**src/hdl/hmil_pkg.sv**
```systemverilog
// ----------------------------------------------------------------------------
// hmil_pkg
// Types and codes for the HID main item layout block.
// ----------------------------------------------------------------------------
`default_nettype none

package hmil_pkg;

  localparam logic [1:0] KIND_OTHER   = 2'd0;
  localparam logic [1:0] KIND_INPUT   = 2'd1;
  localparam logic [1:0] KIND_OUTPUT  = 2'd2;
  localparam logic [1:0] KIND_FEATURE = 2'd3;

  localparam logic [2:0] ERR_NONE     = 3'd0;
  localparam logic [2:0] ERR_LOG_MIN  = 3'd1;
  localparam logic [2:0] ERR_LOG_MAX  = 3'd2;
  localparam logic [2:0] ERR_LOG_INV  = 3'd3;
  localparam logic [2:0] ERR_USAGE    = 3'd4;
  localparam logic [2:0] ERR_STRING   = 3'd5;
  localparam logic [2:0] ERR_DESIG    = 3'd6;
  localparam logic [2:0] ERR_PHYS_INV = 3'd7;

  localparam int CTR_INPUT   = 0;
  localparam int CTR_OUTPUT  = 1;
  localparam int CTR_FEATURE = 2;

  localparam int SIZE_CAP = 31;
  localparam int CTR_W    = 32;

  typedef struct packed {
    logic [1:0]         item_kind;
    logic [7:0]         field_size;
    logic [7:0]         field_count;
    logic [7:0]         report_number;
    logic signed [31:0] logical_low;
    logic signed [31:0] logical_high;
    logic signed [31:0] physical_low;
    logic signed [31:0] physical_high;
    logic [2:0]         half_range_marks;
    logic [15:0]        usage_total;
    logic [15:0]        string_total;
  } in_item_t;

  typedef struct packed {
    logic [2:0]         error_code;
    logic               reversed;
    logic [1:0]         report_kind;
    logic [31:0]        start_bit;
    logic signed [31:0] fixed_logical_low;
    logic signed [31:0] fixed_logical_high;
    logic signed [31:0] fixed_physical_low;
    logic signed [31:0] fixed_physical_high;
    logic [15:0]        first_usage;
    logic [15:0]        usage_span;
    logic [15:0]        first_string;
    logic [15:0]        string_span;
  } out_item_t;

  // Classified item passed from front to back.
  typedef struct packed {
    logic [2:0]         error_code;
    logic               reversed;
    logic [1:0]         item_kind;
    logic [7:0]         rep;
    logic [15:0]        bit_add;
    logic signed [31:0] fix_log_low;
    logic signed [31:0] fix_log_high;
    logic signed [31:0] fix_phys_low;
    logic signed [31:0] fix_phys_high;
    logic [15:0]        usage_total;
    logic [15:0]        string_total;
  } cls_item_t;

  // One counter per report kind (input, output, feature) for a report.
  typedef logic [2:0][CTR_W-1:0] row_t;

endpackage

`default_nettype wire

```
**src/hdl/hmil_front.sv**
```systemverilog
// ----------------------------------------------------------------------------
// hmil_front
// Classifies a main item: range repair, first error, bit advance, report index.
// ----------------------------------------------------------------------------
`default_nettype none

module hmil_front #(
  parameter int NUM_REPORTS = 256
) (
  input  hmil_pkg::in_item_t  item,
  output hmil_pkg::cls_item_t cls
);
  import hmil_pkg::*;

  // ceil(2^16 / NUM_REPORTS): exact quotient for any 8-bit report number
  localparam int REP_RECIP = (65536 + NUM_REPORTS - 1) / NUM_REPORTS;

  logic [4:0]         bits;
  logic signed [31:0] top;
  logic               min_bad;
  logic               max_bad;
  logic               swap;
  logic signed [31:0] lmin1;
  logic signed [31:0] lmax1;
  logic signed [31:0] lmin2;
  logic signed [31:0] lmax2;
  logic               phys_eq_or_inv;
  logic [2:0]         err;
  logic [23:0]        rep_prod;
  logic [7:0]         rep_quo;
  logic [7:0]         rem;

  always_comb begin
    bits  = (item.field_size >= 8'(SIZE_CAP + 1)) ? 5'(SIZE_CAP) : item.field_size[4:0];
    top   = $signed((32'd1 << bits) - 32'd1);
    min_bad = item.logical_low > top;
    max_bad = item.logical_high > top;
    lmin1 = min_bad ? 32'sd0 : item.logical_low;
    lmax1 = max_bad ? top : item.logical_high;
    swap  = lmin1 > lmax1;
    lmin2 = swap ? lmax1 : lmin1;
    lmax2 = swap ? lmin1 : lmax1;
    phys_eq_or_inv = item.physical_low >= item.physical_high;

    if (min_bad) begin
      err = ERR_LOG_MIN;
    end else if (max_bad) begin
      err = ERR_LOG_MAX;
    end else if (swap) begin
      err = ERR_LOG_INV;
    end else if (item.half_range_marks[0]) begin
      err = ERR_USAGE;
    end else if (item.half_range_marks[1]) begin
      err = ERR_STRING;
    end else if (item.half_range_marks[2]) begin
      err = ERR_DESIG;
    end else if (item.physical_low > item.physical_high) begin
      err = ERR_PHYS_INV;
    end else begin
      err = ERR_NONE;
    end
  end

  // report_number modulo NUM_REPORTS by reciprocal multiply
  always_comb begin
    rep_prod = 24'(item.report_number) * 24'(REP_RECIP);
    rep_quo  = rep_prod[23:16];
    rem      = item.report_number - 8'(16'(rep_quo) * 16'(NUM_REPORTS));
  end

  always_comb begin
    cls.error_code    = err;
    cls.reversed      = swap;
    cls.item_kind     = item.item_kind;
    cls.rep           = rem;
    cls.bit_add       = 16'(item.field_size) * 16'(item.field_count);
    cls.fix_log_low   = lmin2;
    cls.fix_log_high  = lmax2;
    cls.fix_phys_low  = phys_eq_or_inv ? lmin2 : item.physical_low;
    cls.fix_phys_high = phys_eq_or_inv ? lmax2 : item.physical_high;
    cls.usage_total   = item.usage_total;
    cls.string_total  = item.string_total;
  end

endmodule

`default_nettype wire

```
**config.mk**
```make
export PLATFORM = sky130hd
export DESIGN_NAME = hmil_front
export DESIGN_NICKNAME = d
export VERILOG_FILES = /design/src/hdl/hmil_pkg.sv /design/src/hdl/hmil_front.sv
export SDC_FILE = /design/constraint.sdc
export NUM_CORES = 1
export LEC_CHECK = 0
export ABC_AREA = 1
export CAP_MARGIN = 25
export CORE_MARGIN = 1.5
export CORE_UTILIZATION = 25
export DETAILED_ROUTE_END_ITERATION = 7
export DONT_BUFFER_PORTS = 1
export GPL_TIMING_DRIVEN = 1
export SLEW_MARGIN = 0
export SYNTH_ARGS = -nofsm -noshare
export SYNTH_HDL_FRONTEND = slang
export SYNTH_SLANG_ARGS = --single-unit
```
**constraint.sdc**
```tcl
create_clock -name vclk -period 10.6
set_input_delay 2.12 -clock vclk [all_inputs]
set_output_delay 2.12 -clock vclk [all_outputs]
set_load 0.02 [all_outputs]
```
# Yosys cells after proc, flatten, opt, wreduce, memory -nomap -nowiden
# Cells that the tools add are included.
[word_totals]
regBits = 0
latchBits = 0
mem_bits_rw = 0
romBits = 0
word_cells = 23
mem_count = 0
[classes]
n_addsub = 1
multipliers = 1
n_div = 0
n_lt_le_gt_ge = 6
eq_ne = 0
n_shift = 1
mux = 14
n_bitwise = 0
n_reduce_logical = 0
[op_table]
columns = ["operator", "count"]
rows = [
  ["32-bit two-way mux", 6],
  ["32-bit > comparator", 4],
  ["32-bit >= comparator", 1],
  ["1-bit by 5-bit << shifter with 32-bit output (first input constant)", 1],
  ["32-bit by 1-bit subtractor with 32-bit output (second input constant)", 1],
  ["3-bit two-way mux", 7],
  ["8-bit by 8-bit multiplier with 16-bit output", 1],
  ["8-bit by 6-bit >= comparator with 1-bit output (second input constant)", 1],
  ["5-bit two-way mux", 1],
]

# Logic depth before layout (Yosys ltp)
[logic_depth]
word_depth = 10
depth_mapped = 51

# Worst setup path before layout
# No wires, ideal clock.
[synth_path]
path_kind = "in2out"
startpoint = "input item[179] (netlist bit)"
endpoint = "output cls[189] (netlist bit)"
arrival_time_ns = 8.430
required_ns = 8.480
slack_ns = 0.050
path_stages = 47
n_path_buf = 4
path_cell_list = "buf_2 inv_1 nand3_2 nor2_4 inv_1 nor4_1 inv_1 ha_1 nand2_1 nor2_2 nand3_2 nor2_1 nand2_1 inv_1 nand3_1 nor2_1 nand2_1 xnor2_1 [11 not listed] nand3_4 buf_8 nand2_2 and2_1 ha_1 inv_1 nor4_1 inv_1 nor4_1 nand2_1 nand2_1 xor2_1 a21oi_1 inv_1 clkbuf_1 buf_2 o31ai_1 nor3b_1"
[synth_rtl]
columns = ["item", "line", "rtl"]
rows = [
  ["start: declaration", "hmil_front.sv:10", "input hmil_pkg::in_item_t item,"],
  ["end: declaration", "hmil_front.sv:11", "output hmil_pkg::cls_item_t cls"],
]

==> summary.md <==
| Metric | Value |
|---|---|
| Layout cells sized above 1 | `roughly 24%` |
| Hold Vio Cnt, Final | `0` |
| Final Setup Violations | `0` |
| Leakage Power | `6.44 nW` |
| Final #Nets | `~2000` |
| Row count | `70` |
| Hold Buf Count CTS | `0` |
| Slew headroom | `33.7%` |
| Placed insts | `between 1500 and 2000` |
| Final core utilization | `approximately a third` |
| WP data required | `between 8 and 9 ns` |
| Area Overhead vs Synth | `24.8%` |
| Slowest library cell on the worst path | `xor2_1` |
| Unique masters post-synth | `48` |
| Cell area after layout | `between 10000 and 15000 um^2` |
| Final setup TNS | `0 ns` |
| Reg area | `0 um^2` |
| Unrepaired setup endpoints after global routing | `yes` |
| Startpoint class of the critical path | `input pin` |
| P per Cell Area | `155 nW/um^2` |
| ANT nets after route | `0` |
| Commonest non-fill, non-tap cell in the layout | `nand2_1` |
| Average size of a mapped cell | `~6.1 um^2` |
| Total Wirelength | `around 39 mm` |
| Critical setup path kind | `input pin to output pin` |
| Post-synthesis sequential area ratio | `0%` |
| Worst min-delay path category | `input pin to output pin` |
| Vias in the first global route | `9874` |
| Number of diodes | `0` |
| Largest net degree at the start of global routing | `between 60 and 70` |
| Critical Path Start | `item[186]` |
| Cell count after synthesis | `about 1500` |
| Max-cap check violation count | `0` |
| Clock buf count | `0` |
| Pre-CTS WS | `-0.695 ns` |
| Hold depth | `0` |
| Crit path time final | `10.49 ns` |
| Die Y | `around 200 um` |
| Worst vdd ir | `128 uV` |
| Wirelength per Cell | `19.2 um` |
| GRT Util Overall | `between 10% and 20%` |
| Vias after detailed routing | `slightly above 10000` |
| Residual DRC | `0` |
| Die Wd | `196 um` |
| Ports | `between 300 and 400` |
| Cell Area, Synth | `9270 um^2` |
| Core area | `roughly 37000 um^2` |
| Crit-path max FO | `24` |
| Finished Layout Cells | `roughly 2000` |
| Final Cycle Share | `a little over nine tenths` |
| Port-buffer cells | `0` |
| Ys Warns | `0` |
| Status | `completed` |
| Initial antenna violation count | `0` |
| 1st-pass router iterations | `5` |
| Placer Congestion | `0.935` |
| Initial Utilization | `around 25%` |
| Worst-margin pin slew | `approximately 1 ns` |
| CP endpoint | `cls[144]` |
| Setup slack after layout | `about 0.11 ns` |
| Die area | `roughly 38000 um^2` |
| Initial drt markers | `~610` |
| First-pass GRT wire length | `57.2 mm` |
| Max-slew violation count | `0` |
| Most frequent cells in the layout | `nand2_1, inv_1, ha_1` |
| Critical Path AT | `between 8 and 9 ns` |
| Vias per cell | `5.04` |
| Achievable frequency | `between 90 and 100 MHz` |
| CP max stage delay | `0.36 ns` |
| Gr ovfl total | `0` |
| Flip-flop and latch count | `0` |
| HPWL Detailed | `32.6 mm` |
| CP Capture Type | `output pin` |
| DP Area | `10100 um^2` |
-- Yosys cell counts (6+ instances only) --
library cell / number / area share (%)
nand2_1: 418 / 17
inv_1: 237 / 9.6
ha_1: 161 / 22
nand3_1: 155 / 8.4
and2_1: 94 / 6.3
nand4_1: 65 / 4.4
a21oi_1: 55 / 3.0
buf_4: 45 / 3.6
nor2_1: 45 / 1.8
fa_1: 36 / 7.8
clkbuf_1: 30 / 1.2
xor2_1: 21 / 2.0
buf_2: 20 / 1.1
nor3_1: 16 / 0.86
a211oi_1: 13 / 1.1
nor4_1: 13 / 0.88
buf_6: 8 / 0.97
inv_2: 8 / 0.32
nand2_2: 8 / 0.54
o21ai_0: 8 / 0.43
o221ai_1: 8 / 0.76
nand3_2: 6 / 0.65
o21bai_1: 6 / 0.49
xnor2_1: 6 / 0.57
-- per-layer routing --
| layer | share of wire (%) | vias to the layer above | global-route usage [%] |
|---|---|---|---|
| met5 | 0 | - | 0 |
| met4 | 4.7 | 0 | 7.26 |
| met3 | 8.0 | 85 | 3.96 |
| met2 | 47 | 434 | 32.9 |
| met1 | 40 | 4766 | 23.4 |
| li1 | - | 4993 | - |
-- cell families (layout without fill, tap and decap cells) --
logic type	count (synthesis)	after routing	synth area share [%]
adders and majority gates	197	197	29.5
other	1	2	0.0405
xor gates and xnor gates	27	27	2.55
and+or+nand+nor	848	848	43.8
buffers and inverters	354	393	17.2
AOI/OAI and AO/OA	104	104	6.87
-- area by class of cell --
class	instances	area, um^2
fillers	3998	25000
multi-input cells	1178	8490
repair buffers	147	1560
inverters	246	932
well taps	468	586
-- worst max-delay path, delay by kind of cell --
family	cells	cell delay, ns
compound gates	6	1.21
xor+xnor	2	0.52
fa+ha+maj	3	0.74
simple gates	20	2.41
buf+inv	11	1.35
-- per-stage QoR --
stage	hold slack [ns]	total power, mW
2_1_floorplan	4.35	1.15
3_3_place_gp	4.24	1.53
3_5_place_dp	4.24	1.55
4_1_cts	4.24	1.69
5_1_grt	4.24	1.94
6_report	4.24	1.79
-- timing repair --
action                     4_1_cts  5_1_grt
resized for setup               76      152
buffers inserted                23       24
setup endpoints to repair      132      132
pin swaps                       26       62
cloned                           6        3
-- how the worst min path moves through the flow --
| stage | startpoint | to | slack, ns |
|---|---|---|---|
| 2_1_floorplan | item[0] | cls[0] | 4.35 |
| 3_3_place_gp | item[11] | cls[11] | 4.24 |
| 3_5_place_dp | item[11] | cls[11] | 4.24 |
| 4_1_cts | item[11] | cls[11] | 4.24 |
| 5_1_grt | item[5] | cls[5] | 4.24 |
| 6_report | item[14] | cls[14] | 4.24 |
-- where the power goes --
part	internal (mW)	switching, mW	leakage, nW
Combinational	0.656	1.13	6.44
Clock	0	0	0
Sequential	0	0	0
Total	0.656	1.13	6.44
Note: power is estimated with default switching activity, not from simulation.
