--- config.mk ---
export PLATFORM = sky130hd
export DESIGN_NAME = hmil_queue
export DESIGN_NICKNAME = d
export VERILOG_FILES = /design/src/hdl/hmil_pkg.sv /design/src/hdl/hmil_queue.sv
export SDC_FILE = /design/constraint.sdc
export NUM_CORES = 1
export LEC_CHECK = 0
export BUFFER_PORTS_ARGS = -buffer_cell sky130_fd_sc_hd__buf_2
export CAP_MARGIN = 5
export CORE_MARGIN = 10
export CORE_UTILIZATION = 45
export DETAILED_ROUTE_END_ITERATION = 10
export PLACE_DENSITY = 0.67
export SETUP_SLACK_MARGIN = 0.3
export SYNTH_ARGS = -nofsm -noshare
export SYNTH_HDL_FRONTEND = slang
export SYNTH_SLANG_ARGS = --single-unit
--- constraint.sdc ---
create_clock -name clk -period 5.1 [get_ports clk]
set_clock_uncertainty 0.2 [all_clocks]
set_input_delay 0 -clock clk [delete_from_list [all_inputs] [get_ports clk]]
set_output_delay 0 -clock clk [all_outputs]
set_load 0.01 [all_outputs]
--- src/hdl/hmil_pkg.sv ---
// ----------------------------------------------------------------------------
// hmil_pkg
// Types and codes for the HID main item layout block.
// ----------------------------------------------------------------------------
`default_nettype none

package hmil_pkg;

  localparam logic [1:0] KIND_OTHER   = 2'd0;
  localparam logic [1:0] KIND_INPUT   = 2'd1;
  localparam logic [1:0] KIND_OUTPUT  = 2'd2;
  localparam logic [1:0] KIND_FEATURE = 2'd3;

  localparam logic [2:0] ERR_NONE     = 3'd0;
  localparam logic [2:0] ERR_LOG_MIN  = 3'd1;
  localparam logic [2:0] ERR_LOG_MAX  = 3'd2;
  localparam logic [2:0] ERR_LOG_INV  = 3'd3;
  localparam logic [2:0] ERR_USAGE    = 3'd4;
  localparam logic [2:0] ERR_STRING   = 3'd5;
  localparam logic [2:0] ERR_DESIG    = 3'd6;
  localparam logic [2:0] ERR_PHYS_INV = 3'd7;

  localparam int CTR_INPUT   = 0;
  localparam int CTR_OUTPUT  = 1;
  localparam int CTR_FEATURE = 2;

  localparam int SIZE_CAP = 31;
  localparam int CTR_W    = 32;

  typedef struct packed {
    logic [1:0]         item_kind;
    logic [7:0]         field_size;
    logic [7:0]         field_count;
    logic [7:0]         report_number;
    logic signed [31:0] logical_low;
    logic signed [31:0] logical_high;
    logic signed [31:0] physical_low;
    logic signed [31:0] physical_high;
    logic [2:0]         half_range_marks;
    logic [15:0]        usage_total;
    logic [15:0]        string_total;
  } in_item_t;

  typedef struct packed {
    logic [2:0]         error_code;
    logic               reversed;
    logic [1:0]         report_kind;
    logic [31:0]        start_bit;
    logic signed [31:0] fixed_logical_low;
    logic signed [31:0] fixed_logical_high;
    logic signed [31:0] fixed_physical_low;
    logic signed [31:0] fixed_physical_high;
    logic [15:0]        first_usage;
    logic [15:0]        usage_span;
    logic [15:0]        first_string;
    logic [15:0]        string_span;
  } out_item_t;

  // Classified item passed from front to back.
  typedef struct packed {
    logic [2:0]         error_code;
    logic               reversed;
    logic [1:0]         item_kind;
    logic [7:0]         rep;
    logic [15:0]        bit_add;
    logic signed [31:0] fix_log_low;
    logic signed [31:0] fix_log_high;
    logic signed [31:0] fix_phys_low;
    logic signed [31:0] fix_phys_high;
    logic [15:0]        usage_total;
    logic [15:0]        string_total;
  } cls_item_t;

  // One counter per report kind (input, output, feature) for a report.
  typedef logic [2:0][CTR_W-1:0] row_t;

endpackage

`default_nettype wire

--- src/hdl/hmil_queue.sv ---
// ----------------------------------------------------------------------------
// hmil_queue
// Short FIFO of classified items between front and back.
// ----------------------------------------------------------------------------
`default_nettype none

module hmil_queue (
  input  wire                  clk,
  input  wire                  rst,
  input  wire                  push,
  input  hmil_pkg::cls_item_t  push_item,
  output logic                 full,
  input  wire                  pop,
  output logic                 head_valid,
  output hmil_pkg::cls_item_t  head_item
);
  import hmil_pkg::*;

  localparam int DEPTH = 4;
  localparam int PW    = $clog2(DEPTH);

  cls_item_t     slots [DEPTH];
  logic [PW-1:0] wr_ptr;
  logic [PW-1:0] rd_ptr;
  logic [PW:0]   count;

  assign full       = count == (PW+1)'(DEPTH);
  assign head_valid = count != '0;
  assign head_item  = slots[rd_ptr];

  always_ff @(posedge clk) begin
    if (push) begin
      slots[wr_ptr] <= push_item;
    end
  end

  always_ff @(posedge clk) begin
    if (rst) begin
      wr_ptr <= '0;
      rd_ptr <= '0;
      count  <= '0;
    end else begin
      if (push) begin
        wr_ptr <= wr_ptr + 1'b1;
      end
      if (pop) begin
        rd_ptr <= rd_ptr + 1'b1;
      end
      case ({push, pop})
        2'b10:   count <= count + 1'b1;
        2'b01:   count <= count - 1'b1;
        default: count <= count;
      endcase
    end
  end

endmodule

`default_nettype wire

* Word level (Yosys, flattened, before mapping)
Memory sizes are Yosys's and may differ from the RTL's. A register that Yosys moved wholly into a read port is not among the register bits.
Index checks and enable logic that the tools add are counted.
** Cells by class
- Add/sub/neg operators :: 4
- $mul :: 0
- Divide/modulo/power cells :: 0
- $lt $le $gt $ge :: 0
- Equal/unequal tests :: 3
- Shifts and indexed selects :: 0
- Muxes and demuxes :: 5
- Bitwise logic cells :: 0
- Reductions and logical operators :: 2
** Operators by type and width (count)
- one-hot mux 3 bit (2 select lines) :: 1
- adder 2 x 1 -> 2 bit, second input constant :: 2
- two-way mux 2 bit :: 2
- adder 3 x 1 -> 3 bit, second input constant :: 1
- == test 3 bit, second input constant :: 1
- nonzero test 3 bit :: 1
- subtractor 3 x 1 -> 3 bit, second input constant :: 1
- == test 2 x 1 -> 1 bit, second input constant :: 1
- == test 2 bit, second input constant :: 1
- two-way mux 1 bit :: 2
- nonzero test 2 bit :: 1
** Word-level totals
- Flip-flop bits (word level) :: 7
- Bits in latches :: 0
- Memory bits (writable) :: 760
- Memory bits (read-only) :: 0
- Logic and storage cells :: 18
- Memories kept :: 1
** Memory list
- slots :: depth 4, width 190, read ports 1, clocked after memory_dff 1, write ports 1, RTL line hmil_queue.sv:22 : cls_item_t slots [DEPTH];

* Depth between registers and ports, before layout
Gate-level depths: netlist of run 1.
- Depth after elaboration :: 3
- Gate-level depth with buffers :: 7

* Least setup slack after synthesis of run 1
No wires, ideal clock.
- Kind :: flip-flop to flip-flop
- Start :: register wr_ptr[0]
- End :: memory slots[0][0] in the netlist's numbering, enable pin
- Setup time :: 0.573 ns
- Arrival time :: 4.868 ns
- Required time :: 4.327 ns
- Slack :: -0.541 ns
- Stages on the path, launching flop included :: 4
- Buffers on the path :: 0
- Period minus slack after synthesis :: 5.641 ns
- Path through :: dfxtp_1 inv_1 ha_1 and2_1
** RTL lines
- start, declared :: RTL line hmil_queue.sv:23 : logic [PW-1:0] wr_ptr;
- start signal, assigned :: RTL line hmil_queue.sv:44 : wr_ptr <= wr_ptr + 1'b1;
- end, declared :: RTL line hmil_queue.sv:22
Straight into the memory's write port.

==> results of run 1 <==
power groups by stage:
stage / registers, mW / logic [mW] / clock network (mW)
4_1_cts: 7.36 / 1.58 / 5.87
3_3_place_gp: 7.48 / 1.32 / 0
5_1_grt: 7.39 / 1.67 / 6.16
6_report: 7.36 / 1.55 / 5.75
2_1_floorplan: 7.46 / 0.778 / 0
3_5_place_dp: 7.50 / 1.34 / 0
critical path: cells and delay by family, from the launching register on:
| family | cells | cell delay [ps] |
|---|---|---|
| multiplexers | 1 | 580 |
| flip-flops | 1 | 970 |
| buffers and inverters | 2 | 620 |
Yosys cell counts (3+ instances only):
| cell type | number |
|---|---|
| mux4_2 | 190 |
| dfxtp_1 | 9 |
| buf_2 | 22 |
| inv_1 | 6 |
| buf_6 | 11 |
| xor2_1 | 3 |
| and2_1 | 4 |
| buf_1 | 8 |
| ha_1 | 5 |
| nor2_1 | 8 |
| edfxtp_1 | 760 |
kinds of logic after synthesis:
group           synth area share (%)
mux                             15.4
buf+inv                         1.06
simple gates                   0.279
fa+ha+maj                      0.297
compound gates                0.0540
xor+xnor                       0.158
flops                           82.7
flip-flops by register name, summed over array words and instances, names as in the netlist, named ones only:
signal / cells
wr_ptr: 2
rd_ptr: 2
slots: 760
count: 3
cell type report:
type | count | area, µm²
Antenna cell | 7 | 17.5
Clock buffer | 99 | 2090
Clock inverter | 42 | 504
Fill cell | 4262 | 24300
Inverter | 6 | 22.5
Multi-Input combinational cell | 221 | 4520
Sequential cell | 769 | 23000
Tap cell | 790 | 988
Timing Repair Buffer | 780 | 5980
what timing repair did:
action                                 in CTS  in global routing
endpoints found under the hold margin     790                  0
hold buffers                              381                  0
buffers inserted                            0                  0
gates resized for setup                     0                  0
per-stage QoR:
stage	hold WS [ps]	std cells
6_report	59.0	2714
3_3_place_gp	9.48	2185
3_5_place_dp	15.2	2185
4_1_cts	40.2	2707
2_1_floorplan	-101	1039
5_1_grt	85.7	2710
worst max path at each step:
stage | startpoint | slack [ps] | end
floorplan | wr_ptr[0] | 1590 | slots[2][0]
global placement | flop | 2540 | head_item[104]
detailed placement | flop | 2550 | head_item[104]
CTS | flop | 1880 | head_item[112]
global route | flop | 1780 | head_item[105]
finish | flop | 2030 | head_item[31]
per-layer routing:
metal  part of all wire (%)  track usage (%)  vias to the layer above
li1                       -                -                     6166
met1                     40             22.6                     7335
met2                     50             28.4                      460
met3                    7.4             4.66                       90
met4                    2.2             5.13                        4
met5                  0.037                0                        -
==> impl_metrics.py, run 1 <==
metrics = {
    "pwr": {
        "clockPowerShare_pct": 39.2,
        "internal-power_mw": 11.5,
        "power_density_mw_per_mm2": 395,
        "p_sw_mw": 3.20,
        "power_leakage_nw": 12.7,
        "power_frac_comb_pct": 10.6,
        "p_seq_share_pct": 50.2,
        "power_mw": 14.7,
        "max-vdd-ir-drop_v": 0.000369,
        "switching_share_pct": 21.8,
    },
    "drt": {
        "drtIter0Drc": 1111,
        "dr_total_vias": 14100,
        "drtPass1Iterations": 5,
        "ant_nets": 0,
        "wirelength_um": 61900,
        "post_drt_wl_per_cell_um": 22.8,
        "drc": 0,
        "vias_per_cell": 5.18,
    },
    "worst_setup_path": {
        "required_ps": 4900,
        "start_kind": "flop",
        "path_max_fanout": 52,
        "reg2reg_from": "wr_ptr[0]",
        "crit_path_cell_trace": "buf_12 > mux4_2 > buf_2",
        "slowest_stage": "dfxtp_4",
        "r2r_cells": 4,
        "arrival_ps": 2870,
        "worstReg2RegEnd": "slots[0][18]",
        "end_kind": "output port",
        "crit_path_max_incr_delay_ps": 970,
        "r2r_slack_ps": 2600,
        "criticalPathCategory": "reg2out",
    },
    "sta": {
        "worst_slew_pin_slew_ps": 972,
        "max_freq_mhz": 326,
        "hold_viol_final": 0,
        "setup_viol": 0,
        "min_period_over_period_pct": 60.1,
        "drv_slew": 0,
        "fin_tns_setup_ps": 0,
        "rsz0062_at_grt": "no",
        "fin_ws_ps": 2030,
        "period_needed_ps": 3070,
        "relSlewSlack_pct": 35.2,
    },
    "yosys": {
        "synthFlopType": "edfxtp_1",
        "synth_nets": 1239,
        "synth_seq_cells": 769,
        "synth_area_leaders": "edfxtp_1 82%, mux4_2 15%, dfxtp_1 0.65%",
        "synth_edf_count": 760,
        "yosys_warnings": 0,
        "ys_seq_area_share_pct": 82.7,
        "yosysTopAreaCellShare_pct": 82.1,
        "synth_top_area_cell": "edfxtp_1",
        "postSynthCellCount": 1039,
        "avgSynthCellArea_um2": 26.8,
        "synthArstFlopShare_pct": 0,
        "ys_types": 20,
        "syn_area_mm2": 0.0278,
    },
    "placed_design": {
        "io_buffers": 385,
        "place_area_mm2": 0.0307,
        "dp_slack_ps": 2550,
        "gp_congestion": 0.748,
        "hpwlAfterDp_um": 34500,
    },
    "floorplanning": {
        "fp.dieH_um": 269,
        "die_w_um": 269,
        "coreArea_mm2": 0.0615,
        "rows": 91,
        "dieArea_mm2": 0.0721,
        "num_io_pins": 386,
        "initial_utilization_pct": 45.2,
    },
    "clocking": {
        "cts.clk_slew.worst_paths_ps": 60,
        "clkSinkCount": 769,
        "clkLatencyLatePin_ps": 600,
        "numCtsBuffers": 79,
        "cts_tree": "done",
        "clockBufferDepth": 3,
        "cts-root-buf": "clkbuf_16",
        "cts_max_level": 3,
    },
    "grt": {
        "grt_overflow": 0,
        "grt_pass1_vias": 15400,
        "grt_pass1_wl_um": 95000,
        "grt_max_degree": 104,
        "antenna_found_initial": 7,
        "track_usage_pct": 17.3,
    },
    "hold_path": {
        "min_to": "slots[3][138]",
        "hold_path.class": "in2reg",
        "worstHoldStart": "push_item[138]",
        "min_path_cells": 2,
    },
    "finish": {
        "nets": 2057,
        "drive_above_1_share_pct": 36.5,
        "final_area_mm2": 0.0371,
        "areaGrowthSynthToFinish_pct": 33.6,
        "fin_util_pct": 60.4,
        "mostFrequentLayoutCells": "760 x edfxtp_1, 385 x buf_2, 381 x dlygate4sd3_1, 190 x mux4_2, 81 x clkbuf_16",
        "final_common_cell": "edfxtp_1",
    },
    "job": {
        "cap_viol_max_count": 0,
    },
    "run_status": {
        "status": "completed",
    },
}
Note: power is estimated with default switching activity, not from simulation.
==> inputs of run 2 (changes only) <==
- PLACE_DENSITY: 0.67 -> default
- clock period: 5.1 -> 3 ns (I/O delays scaled with it)
==> run 2 against run 1 <==
Die area unchanged. Count of clock-buffer cells in the layout did not move. Cell count is 1.1% higher. Critical path type unchanged. Largest cell class unchanged. Largest power group unchanged. Highest routed layer unchanged.
==> impl_metrics.py, run 2 (synthesis gave the netlist of run 1 again) <==
metrics = {
    "clocking": {
        "numCtsBuffers": 79,
        "cts_max_level": 3,
        "cts-root-buf": "clkbuf_16",
        "cts.clk_slew.worst_paths_ps": 60,
        "clkSinkCount": 769,
        "clkLatencyLatePin_ps": 610,
        "clockBufferDepth": 3,
        "cts_tree": "done",
    },
    "floorplanning": {
        "die_w_um": 269,
        "num_io_pins": 386,
        "initial_utilization_pct": 45.2,
        "coreArea_mm2": 0.0615,
        "fp.dieH_um": 269,
        "rows": 91,
        "dieArea_mm2": 0.0721,
    },
    "placed_design": {
        "io_buffers": 385,
        "hpwlAfterDp_um": 38600,
        "gp_congestion": 0.731,
    },
    "worst_setup_path": {
        "required_ps": 2800,
        "reg2reg_from": "count[0]",
        "end_kind": "output port",
        "r2r_slack_ps": 730,
        "critPathCapture": "head_item[124]",
        "crit_buf_inv": 3,
        "criticalPathCategory": "reg2out",
        "crit_path_max_incr_delay_ps": 550,
        "crit_top_cell": "buf_12",
        "start_kind": "flop",
        "cp.depth": 4,
        "path_max_fanout": 14,
        "crit_path_cell_trace": "buf_12 > buf_12 > mux4_2 > buf_2",
        "worstReg2RegEnd": "count[2]",
        "slowest_stage": "dfxtp_4",
        "crit_family": "buffers and inverters",
        "r2r_cells": 6,
        "arrival_ps": 2340,
    },
    "sta": {
        "fin_tns_setup_ps": 0,
        "worst_slew_pin_slew_ps": 524,
        "setup_viol": 0,
        "hold_viol_final": 0,
        "min_period_over_period_pct": 84.7,
        "drv_slew": 0,
        "relSlewSlack_pct": 65.1,
        "period_needed_ps": 2540,
        "rsz0062_at_grt": "no",
        "max_freq_mhz": 394,
    },
    "drt": {
        "post_drt_wl_per_cell_um": 22.8,
        "drtPass1Iterations": 5,
        "drc": 0,
        "drtIter0Drc": 1104,
        "vias_per_cell": 5.15,
        "ant_nets": 0,
        "dr_total_vias": 14100,
        "wirelength_um": 62500,
    },
    "finish": {
        "drive_above_1_share_pct": 37.8,
        "areaGrowthSynthToFinish_pct": 35.2,
        "largest_registers": "slots x760, count x3",
        "top_register": "slots",
        "fillers": 4314,
        "nets": 2092,
        "mostFrequentLayoutCells": "760 x edfxtp_1, 385 x buf_2, 380 x dlygate4sd3_1, 190 x mux4_2, 81 x clkbuf_16",
        "final_common_cell": "edfxtp_1",
        "largest_reg_flops": 760,
    },
    "run_status": {
        "status": "completed",
    },
    "grt": {
        "use_met2_pct": 28.3,
        "gr-usage-met3_pct": 5.32,
        "grt_pass1_wl_um": 94900,
        "grt_busiest_layer": "met2",
        "track_usage_pct": 17.4,
        "grtUsageMet1_pct": 22.4,
        "antenna_found_initial": 8,
        "grt_max_degree": 78,
        "grt_overflow": 0,
        "grt_pass1_vias": 15500,
    },
    "pwr": {
        "power_density_mw_per_mm2": 659,
        "power_leakage_nw": 12.9,
        "max-vdd-ir-drop_v": 0.000652,
        "power_mw": 24.8,
    },
    "hold_path": {
        "hold_path.class": "in2reg",
    },
    "job": {
        "cap_viol_max_count": 0,
    },
}
-- run 2: cell count changes in the layout (fill, tap and decap cells not counted), moves of 2 or more --
| cell | change |
|---|---|
| buf_4 | +13 |
| bufinv_16 | -3 |
| clkinv_8 | -2 |
| clkinv_1 | -5 |
| clkinv_2 | +5 |
| buf_12 | +23 |
-- run 2: power by group --
group	total [mW]	switching [mW]	internal (mW)
registers	12.5	0.129	12.3
logic	2.81	1.39	1.42
clock network	9.47	3.91	5.57
-- run 2: metal layers --
| metal | vias up | wire length [µm] |
|---|---|---|
| met5 | - | 42 |
| met4 | 8 | 1200 |
| met3 | 80 | 5030 |
| met2 | 409 | 31200 |
| met1 | 7368 | 25000 |
| li1 | 6259 | - |
-- run 2: worst min path at each step --
stage | from | endpoint | slack (ps) | cells past startpoint
2_1_floorplan | push_item[0] | slots[0][0] | -100 | 0
3_3_place_gp | push_item[109] | slots[2][109] | 9 | 1
3_5_place_dp | push_item[10] | slots[2][10] | 20 | 1
4_1_cts | rst | count[1] | 7 | 3
5_1_grt | push_item[100] | slots[3][100] | 20 | 2
6_report | push_item[128] | slots[3][128] | 40 | 2
-- run 2: cell type report --
cell class                      instances  area (µm²)  share of cell area [%]
Multi-Input combinational cell        221        4520                    12.0
Tap cell                              790         988                    2.63
Clock buffer                           99        2090                    5.57
Antenna cell                            7        17.5                  0.0466
Inverter                                6        22.5                  0.0599
Timing Repair Buffer                  815        6530                    17.4
Clock inverter                         37         400                    1.07
Sequential cell                       769       23000                    61.2
-- run 2: repair_timing --
item / CTS / global route
hold buffers: 380 / 0
gates resized for setup: 0 / 0
setup buffers: 0 / 0
hold endpoints to repair: 853 / 0
-- run 2: metrics by stage --
stage          std cells  hold slack, ps  cell area, µm²  setup WS (ps)  utilization (%)
2_1_floorplan       1039            -101           27800            478                -
3_3_place_gp        2221            9.43           31300            981             50.9
3_5_place_dp        2221            17.1           31300            978             50.9
4_1_cts             2737            6.89           37600            348             61.1
5_1_grt             2740            24.4           37600            305             61.1
6_report            2744            43.7           37600            460             61.1
